<file path="config.mk">
export PLATFORM = sky130hd
export DESIGN_NAME = gcma_ctrl
export DESIGN_NICKNAME = d
export VERILOG_FILES = /design/src/rtl/gcma_pkg.sv /design/src/rtl/gcma_ctrl.sv
export SDC_FILE = /design/constraint.sdc
export NUM_CORES = 1
export LEC_CHECK = 0
export BUFFER_PORTS_ARGS = -buffer_cell sky130_fd_sc_hd__buf_2
export CORE_AREA = 2 2 55 57
export DETAILED_ROUTE_END_ITERATION = 8
export DIE_AREA = 0 0 57 59
export HOLD_SLACK_MARGIN = 0.12
export PLACE_DENSITY_LB_ADDON = 0.1
export SYNTH_ARGS = -nofsm -noshare
export SYNTH_HDL_FRONTEND = slang
export SYNTH_SLANG_ARGS = --single-unit
</file>
<file path="constraint.sdc">
create_clock -name clock -period 2.5 [get_ports clock]
set_input_delay 0.125 -clock clock [delete_from_list [all_inputs] [get_ports clock]]
set_output_delay 0.125 -clock clock [all_outputs]
set_load 0.1 [all_outputs]
</file>
<file path="src/rtl/gcma_pkg.sv">
// Shared types and constants for the gravity-compensated motion accel block.
// Used by the controller, the datapath and the top level.
`default_nettype none

package gcma_pkg;

   // Fixed-point formats
   localparam int QUAT_FRAC_BITS = 30;
   localparam int MUL_W = 35;              // multiplier operand width
   localparam int PROD_W = 2 * MUL_W;      // multiplier product width
   localparam int DIV_STEPS = 54;          // quotient bits per axis
   localparam int DIV_CNT_W = $clog2(DIV_STEPS);

   // Input item
   typedef struct packed {
      logic signed [31:0] quat_w;
      logic signed [31:0] quat_x;
      logic signed [31:0] quat_y;
      logic signed [31:0] quat_z;
      logic signed [31:0] accel_x;
      logic signed [31:0] accel_y;
      logic signed [31:0] accel_z;
      logic [15:0]        step_time_us;
   } req_data_type;

   // Result item
   typedef struct packed {
      logic signed [31:0] motion_body_x;
      logic signed [31:0] motion_body_y;
      logic signed [31:0] motion_body_z;
      logic signed [31:0] motion_earth_x;
      logic signed [31:0] motion_earth_y;
      logic signed [31:0] motion_earth_z;
   } rsp_data_type;

   // Datapath operations
   typedef enum logic [3:0] {
      OP_NOP     = 4'd0,
      OP_LOAD    = 4'd1,
      OP_QPROD   = 4'd2,
      OP_ELEM    = 4'd3,
      OP_GRAV    = 4'd4,
      OP_NUMDT   = 4'd5,
      OP_NUMTAU  = 4'd6,
      OP_DIVINIT = 4'd7,
      OP_DIVSTEP = 4'd8,
      OP_SAVE    = 4'd9,
      OP_ROT     = 4'd10,
      OP_OUT     = 4'd11
   } op_type;

   // Command from controller to datapath
   typedef struct packed {
      op_type     op;
      logic       wb;     // write-back phase of a multiply
      logic [1:0] row;
      logic [1:0] col;
   } cmd_type;

   // Status from datapath to controller
   typedef struct packed {
      logic den_zero;
      logic out_full;
   } status_type;

endpackage

`default_nettype wire

</file>
<file path="src/rtl/gcma_ctrl.sv">
// Sequencer for the motion accel datapath: steps through the quaternion
// products, gravity removal, per-axis filter division and back rotation.
// Depends on gcma_pkg.
`default_nettype none

module gcma_ctrl (
   input  wire                 clock,
   input  wire                 reset,
   input  wire                 req_valid,
   output logic                req_stall,
   input  gcma_pkg::status_type status,
   output gcma_pkg::cmd_type    cmd
);
   import gcma_pkg::*;

   typedef enum logic [10:0] {
      S_IDLE    = 11'b000_0000_0001,
      S_QPROD   = 11'b000_0000_0010,
      S_ELEM    = 11'b000_0000_0100,
      S_GRAV    = 11'b000_0000_1000,
      S_NUMDT   = 11'b000_0001_0000,
      S_NUMTAU  = 11'b000_0010_0000,
      S_DIVINIT = 11'b000_0100_0000,
      S_DIV     = 11'b000_1000_0000,
      S_SAVE    = 11'b001_0000_0000,
      S_ROT     = 11'b010_0000_0000,
      S_OUT     = 11'b100_0000_0000
   } state_type;

   state_type              state_ff, state_in;
   logic [1:0]             row_ff, row_in;
   logic [1:0]             col_ff, col_in;
   logic                   phase_ff, phase_in;
   logic [DIV_CNT_W-1:0]   div_ff, div_in;
   logic                   last_rc;

   assign last_rc = (row_ff == 2'd2) && (col_ff == 2'd2);

   // Next state and command
   always_comb begin
      state_in  = state_ff;
      row_in    = row_ff;
      col_in    = col_ff;
      phase_in  = phase_ff;
      div_in    = div_ff;
      req_stall = 1'b1;
      cmd.op    = OP_NOP;
      cmd.wb    = phase_ff;
      cmd.row   = row_ff;
      cmd.col   = col_ff;
      case (state_ff)
         S_IDLE: begin
            req_stall = 1'b0;
            if (req_valid) begin
               cmd.op   = OP_LOAD;
               state_in = S_QPROD;
               row_in   = 2'd0;
               col_in   = 2'd0;
               phase_in = 1'b0;
            end
         end
         S_QPROD, S_ROT: begin
            cmd.op   = (state_ff == S_QPROD) ? OP_QPROD : OP_ROT;
            phase_in = ~phase_ff;
            if (phase_ff) begin
               if (last_rc) begin
                  state_in = (state_ff == S_QPROD) ? S_ELEM : S_OUT;
               end else if (col_ff == 2'd2) begin
                  col_in = 2'd0;
                  row_in = row_ff + 2'd1;
               end else begin
                  col_in = col_ff + 2'd1;
               end
            end
         end
         S_ELEM: begin
            cmd.op   = OP_ELEM;
            state_in = S_GRAV;
            row_in   = 2'd0;
            phase_in = 1'b0;
         end
         S_GRAV: begin
            cmd.op   = OP_GRAV;
            phase_in = ~phase_ff;
            if (phase_ff) begin
               if (row_ff == 2'd2) begin
                  row_in   = 2'd0;
                  col_in   = 2'd0;
                  state_in = status.den_zero ? S_ROT : S_NUMDT;
               end else begin
                  row_in = row_ff + 2'd1;
               end
            end
         end
         S_NUMDT: begin
            cmd.op   = OP_NUMDT;
            phase_in = ~phase_ff;
            if (phase_ff) state_in = S_NUMTAU;
         end
         S_NUMTAU: begin
            cmd.op   = OP_NUMTAU;
            phase_in = ~phase_ff;
            if (phase_ff) state_in = S_DIVINIT;
         end
         S_DIVINIT: begin
            cmd.op   = OP_DIVINIT;
            div_in   = '0;
            state_in = S_DIV;
         end
         S_DIV: begin
            cmd.op = OP_DIVSTEP;
            if (div_ff == DIV_CNT_W'(DIV_STEPS - 1)) begin
               state_in = S_SAVE;
            end else begin
               div_in = div_ff + DIV_CNT_W'(1);
            end
         end
         S_SAVE: begin
            cmd.op = OP_SAVE;
            if (row_ff == 2'd2) begin
               row_in   = 2'd0;
               col_in   = 2'd0;
               state_in = S_ROT;
            end else begin
               row_in   = row_ff + 2'd1;
               state_in = S_NUMDT;
            end
         end
         S_OUT: begin
            // hold until the output register is free
            if (!status.out_full) begin
               cmd.op   = OP_OUT;
               state_in = S_IDLE;
            end
         end
         default: begin
            state_in = S_IDLE;
         end
      endcase
   end

   always_ff @(posedge clock) begin
      if (reset) begin
         state_ff <= S_IDLE;
         row_ff   <= 2'd0;
         col_ff   <= 2'd0;
         phase_ff <= 1'b0;
         div_ff   <= '0;
      end else begin
         state_ff <= state_in;
         row_ff   <= row_in;
         col_ff   <= col_in;
         phase_ff <= phase_in;
         div_ff   <= div_in;
      end
   end

endmodule

`default_nettype wire

</file>
==> results.md, run 1 <==
* Status: finished, final reports clean
* Max H-tree Level at 1
* Cell taking the most area after synthesis: dfxtp_1
* Crit Path Class: flop to primary output
* Vias per cell at 6.26
* Max_cap viols at 0
* Post-synth EDFFs at 0
* Area grow syn2layout at 8.94%
* Total Wirelength at around 3600 µm
* Leak Pwr at ~0.65 nW
* Clock Pin Slew Worst Setup and Hold Paths at 120 ps
* Unrepaired setup endpoints after global routing: false
* Share of cells above drive strength 1 at around 14%
* Post-synthesis net count at slightly above 200
* Hold Crit Class: primary input to flop
* Max clock buf depth at 2
* Relative slew slack at approximately 54%
* Syn_area_per_cell at a little under 8 µm²
* CTS Buf Count at 3
* Ys Warns at 0
* Power, Total at roughly 1.7 mW
* R2r startpoint: state_ff[1]
* Clk_skew at around 4.5 ps
* Seq. cell area at between 400 and 500 µm²
* Worst-Skew Late Latency at around 320 ps
* IR drop worst, VDD at 0.855 mV
* NumNets Final at 216
* Remaining antenna violation count after routing at 0
* Port bufs at 14
* Fin area at 0.00169 mm²
* Mapped Area at between 0.0015 and 0.002 mm²
* TritonCTS clock tree: yes
* CP startpoint: state_ff[2]
* Pre-antenna DRT Iters at 4
* Synthesized instance count at 197
* Global-route wire length before repair at about 5900 µm
* Power Density at 1000 mW/mm²
* Post-route DRC at 0
* DIE AREA at between 0.003 and 0.004 mm²
* Startpoint types: flop
* Die Wd at around 57 µm
* Routed wire per std cell at approximately 15 µm
* Reg power frac at between 20% and 30%
* Top cells by area, synth: dfxtp_1 (28%), nor2_1 (7.0%), nor3_1 (4.2%), ha_1 (4.0%), nand2b_1 (3.2%)
* Grt ovf at 0
* CP Capture Type: primary output
* DRT iter0 DRCs at 96
* Finished Layout Cells at approximately 240
* Final-report hold violation count at 0
* Vias at about 1500
* Synth Flop Type: dfxtp_1
* Cells after DPL at 231
* CTS Sinks at 22
* Asr flop ratio synth at 0%
* WP data arrival at about 2300 ps
* Logic pwr share at 59.8%
* Synth top area share at approximately 28%
* # diodes at 0
* Initial antenna violation count at 0
* Largest net degree at the start of global routing at 24
* Core area at between 0.002 and 0.003 mm²
* Max Clk Rate at between 400 and 500 MHz
* I/O pin count at 15
* Flops & latches, synth at 22
* Min Clock Period, post-route at around 2400 ps
* Area of the multi-input gates at ~0.0010 mm²
* Share of total power in the clock network at 11.9%
* Final setup viols at 0
* Min-delay src: status[1]
* Switching Share at approximately 53%
* Setup tns final at 0 ps
* Chip height at around 60 µm
* GRT Total Usage at 22.8%
* Crit path max fanout at 9
* Seq/Total Area, Yosys at between 20% and 30%
* Crit share post-route at 96.2%
* Vias in the first global route at roughly 1300
* NetSw at 895 µW
* Placed Area at roughly 0.0016 mm²
* Initial core utilization at approximately 57%
* Worst Path Required at 2380 ps
* Pins over their slew limit at 0
* Netlist cell types at 48
* Fillers at ~260
* GP Congestion at 0.964
* Worst-margin pin slew at a little under 700 ps
* Clock root cell: clkbuf_4
* Post-DP HPWL at between 2000 and 3000 µm
* Pint at 803 µW
* Placement Rows at 19
[per-layer routing]
metal	vias up	share of wire [%]	GRT usage, %
li1	732	-	-
met1	692	48	31.8
met2	46	45	35.8
met3	7	5.9	3.71
met4	0	1.7	7.97
met5	-	0	0
[Yosys cell counts (2+ instances only)]
master    instances
a41o_1            2
or2_2             2
buf_4             2
xnor2_1           5
nor3b_1           2
o21ai_0           4
nand2_1           8
nor4b_1           2
and2_1            4
clkbuf_1          2
a21oi_1           8
nand4_1           6
o22ai_1           2
nand2b_1          8
a31oi_1           2
buf_6             2
or4_1             3
xor2_1            5
nor2_1           29
buf_2             6
nor3_1           13
nand3_1          10
o21a_1            2
nor3_2            2
dfxtp_1          22
and3_1            5
inv_1             7
a22oi_1           2
ha_1              5
mux2i_1           3
a211oi_1          5
[registers in the layout, indices dropped and copies added, names as in the netlist]
signal	count
div_ff	6
col_ff	2
phase_ff	1
row_ff	2
state_ff	11
[final cells by class]
type,instances,area share [%]
multi-input combinational,156,60.5
tap,31,2.29
timing repair buffer,16,7.32
clock buffer,4,2.14
sequential,22,26.2
inverter,7,1.55
[cell usage in the layout, fill, tap and decap left out, types with 3 or more instances in the layout]
cell type and n:
nand3_1 10, inv_1 7, mux2i_1 3, and2_1 4, ha_1 5, nand2_1 8, a21oi_1 8, buf_2 11
xor2_1 5, dfxtp_1 20, a211oi_1 5, or4_1 3, xnor2_1 5, nor2_1 29, o21ai_0 3, nand4_1 6
clkbuf_4 3, nor3_1 13, nand2b_1 8, and3_1 5
[final timing paths]
check / cells after the start / slack (ps) / to
setup / recovery: 5 / 100 / cmd[7]
hold / removal: 3 / 140 / state_ff[4]
setup reg to reg: 6 / 190 / state_ff[4]
hold reg to reg: 1 / 520 / div_ff[4]
[per-stage QoR]
step	util, %	setup slack (ps)	hold WS, ps
finish	62.5	95.7	140
global route	62.5	1.33	146
floorplan	-	133	296
global placement	60.2	307	447
detailed placement	60.2	223	449
CTS	62.0	30.1	137
[logic make-up after synthesis]
kind of cell | after synthesis | synth area share (%)
simple gates | 101 | 35.7
compound gates | 37 | 17.8
flops | 22 | 28.3
buf+inv | 19 | 6.52
xor+xnor | 10 | 5.64
fa+ha+maj | 5 | 4.03
mux | 3 | 1.93
[power by group through the flow]
stage / logic, mW / clock network (mW) / registers [mW]
floorplan: 0.786 / 0 / 0.521
global placement: 0.993 / 0 / 0.477
detailed placement: 1.00 / 0 / 0.481
CTS: 1.01 / 0.207 / 0.471
global route: 1.09 / 0.221 / 0.488
finish: 1.02 / 0.202 / 0.480
[worst max-delay path, cell delays in order (launching register included)]
cell and delay (ps):
dfxtp_1 440, or4_1 630, nor2_1 200, and3_1 300, a41o_1 160, buf_6 230
[timing repair]
item | 4_1_cts | 5_1_grt
setup endpoints to repair | 1 | 6
hold buffers | 1 | 0
buffers inserted | 0 | 0
resized for setup | 1 | 3
endpoints found under the hold margin | 1 | 0
pin swaps | 0 | 0
(Power assumes the default switching activity.)
==> run 2, diff against run 1 <==
--- a/config.mk
+++ b/config.mk
@@ -10,7 +10,7 @@
 export DETAILED_ROUTE_END_ITERATION = 8
 export DIE_AREA = 0 0 57 59
 export HOLD_SLACK_MARGIN = 0.12
-export PLACE_DENSITY_LB_ADDON = 0.1
+export PLACE_DENSITY = 0.76
 export SYNTH_ARGS = -nofsm -noshare
 export SYNTH_HDL_FRONTEND = slang
 export SYNTH_SLANG_ARGS = --single-unit
==> results.md, run 2 (synthesis gave the netlist of run 1 again) <==
* Setup tns final at 0 ps
* Grt ovf at 0
* Crit Path Class: flop to primary output
* Initial antenna violation count at 0
* Status: finished, final reports clean
* Unrepaired setup endpoints after global routing: false
* I/O pin count at 15
* Vias per cell at 6.38
* Hold_ws at about 130 ps
* Commonest non-fill, non-tap cell in the layout: nor2_1
* Startpoint types: flop
* CP Depth at 6
* Port bufs at 14
* Area of the multi-input gates at between 0.001 and 0.0015 mm²
* TritonCTS clock tree: yes
* Clock root cell: clkbuf_4
* Most frequent cells in the layout: nor2_1 (28), dfxtp_1 (21), nor3_1 (12)
* Fin area at around 0.0017 mm²
* Fillers at between 200 and 300
* GR Layer Usage met3 at under 10%
* Max_cap viols at 0
* DIE AREA at roughly 0.0034 mm²
* Crit-path leading delay family: simple AND/OR/NAND/NOR gates
* CP max-delay cell: nor4_4
* Max Clk Rate at approximately 420 MHz
* Max clock buf depth at 2
* Hold buffers post-CTS at 0
* Largest net degree at the start of global routing at 24
* Placed Area at 0.00161 mm²
* Area grow syn2layout at 7.89%
* Total Wirelength at 3830 µm
* Remaining antenna violation count after routing at 0
* Vias in the first global route at about 1400
* Chip height at ~60 µm
* Routed wire per std cell at between 15 and 20 µm
* Clock Pin Slew Worst Setup and Hold Paths at about 130 ps
* Vias at 1505
* Worst-margin pin slew at 577 ps
* Biggest regs: state_ff (11), div_ff (6)
* Share of cells above drive strength 1 at roughly 16%
* Met1 usage at around a third
* Hold depth at 3
* IR drop worst, VDD at roughly 1 mV
* Seq. cell area at about 440 µm²
* Relative slew slack at between 60% and 70%
* CTS Buf Count at 3
* Top reg by flops: state_ff
* CP Capture Type: primary output
* GR Util met2 at roughly 38%
* GRT busiest layer: met2
* Worst-Skew Late Latency at ~320 ps
* Leak Pwr at 0.649 nW
* NumNets Final at approximately 220
* CP Buf/Inv Count at 1
* Global-route wire length before repair at 6440 µm
* Min Clock Period, post-route at ~2400 ps
* Core area at roughly 0.0027 mm²
* Worst Path Required at 2380 ps
* Max H-tree Level at 1
* Post-route DRC at 0
* Hold Crit Class: primary input to flop
* Crit path max fanout at 9
* WP data arrival at between 2000 and 2500 ps
* Placement Rows at 19
* Reg2Reg Depth at 6
* Post-DP HPWL at around 2900 µm
* # diodes at 0
* GP Congestion at 1.03
* Worst path max stage delay at around 500 ps
* Power Density at ~1000 mW/mm²
* CTS Sinks at 22
* Pins over their slew limit at 0
* GRT Total Usage at 24.6%
* Final-report hold violation count at 0
* Clk_skew at around 4.2 ps
* Initial core utilization at a little under three fifths
* Crit share post-route at between 90% and 100%
* Max FFs per register at 11
* Final setup viols at 0
* DRT iter0 DRCs at just under 100
* Pre-antenna DRT Iters at 4
* Crit path cell chain: nor4_4 > nand2_1 > nor3_1 > nor2_1 > nand4_1 > clkbuf_4
* Die Wd at between 50 and 60 µm
## run 2: changes by cell type in the layout (fill, tap and decap cells not counted), sizes merged
| cell | delta |
|---|---|
| dlygate4sd3 | -1 |
| clkbuf | +1 |
## run 2: metal layers
metal / routed length, µm / part of all wire (%)
met5: 0 / 0
met4: 103 / 2.7
met3: 283 / 7.4
met2: 1670 / 44
met1: 1770 / 46
## run 2: path summary, 6_finish.rpt
| check | startpoint | endpoint | slack (ps) |
|---|---|---|---|
| hold reg to reg | div_ff[4] | div_ff[4] | 510 |
| setup reg to reg | state_ff[1] | state_ff[4] | 180 |
| setup / recovery | state_ff[5] | cmd[5] | 90 |
| hold / removal | status[1] | state_ff[4] | 130 |
## run 2: worst register-to-register path, cell delays in order (launching register included)
cell and delay [ps]:
dfxtp_1 600, xor2_1 150, and4_1 330, a41o_1 290, a221oi_4 530, o221a_1 270
nor3_1 40
## run 2: metrics by stage
step                      setup slack (ps)  instances  power, mW  util (%)
after CTS                            0.731        236       1.66      61.2
final                                 91.1        236       1.68      61.9
after floorplan                        133        197       1.31         -
after global routing                  7.34        236       1.77      61.9
after global placement                 322        232       1.43      59.3
after detailed placement               284        232       1.44      59.3
## run 2: layout make-up
type	count	area share, %
sequential	22	26.3
timing repair buffer	16	5.97
tap	31	2.31
inverter	7	1.57
multi-input combinational	156	61.6
clock buffer	4	2.16
## run 2: repair_timing
item,CTS,global route
gates resized for setup,3,6
pin swaps,0,1
setup endpoints to repair,3,4
setup buffers,0,0
## run 2: report_power, final
part / switching (mW) / leakage [nW] / internal, mW
Sequential: 0.0890 / 0.179 / 0.392
Combinational: 0.707 / 0.450 / 0.289
Clock: 0.118 / 0.0210 / 0.0893
Total: 0.914 / 0.649 / 0.770
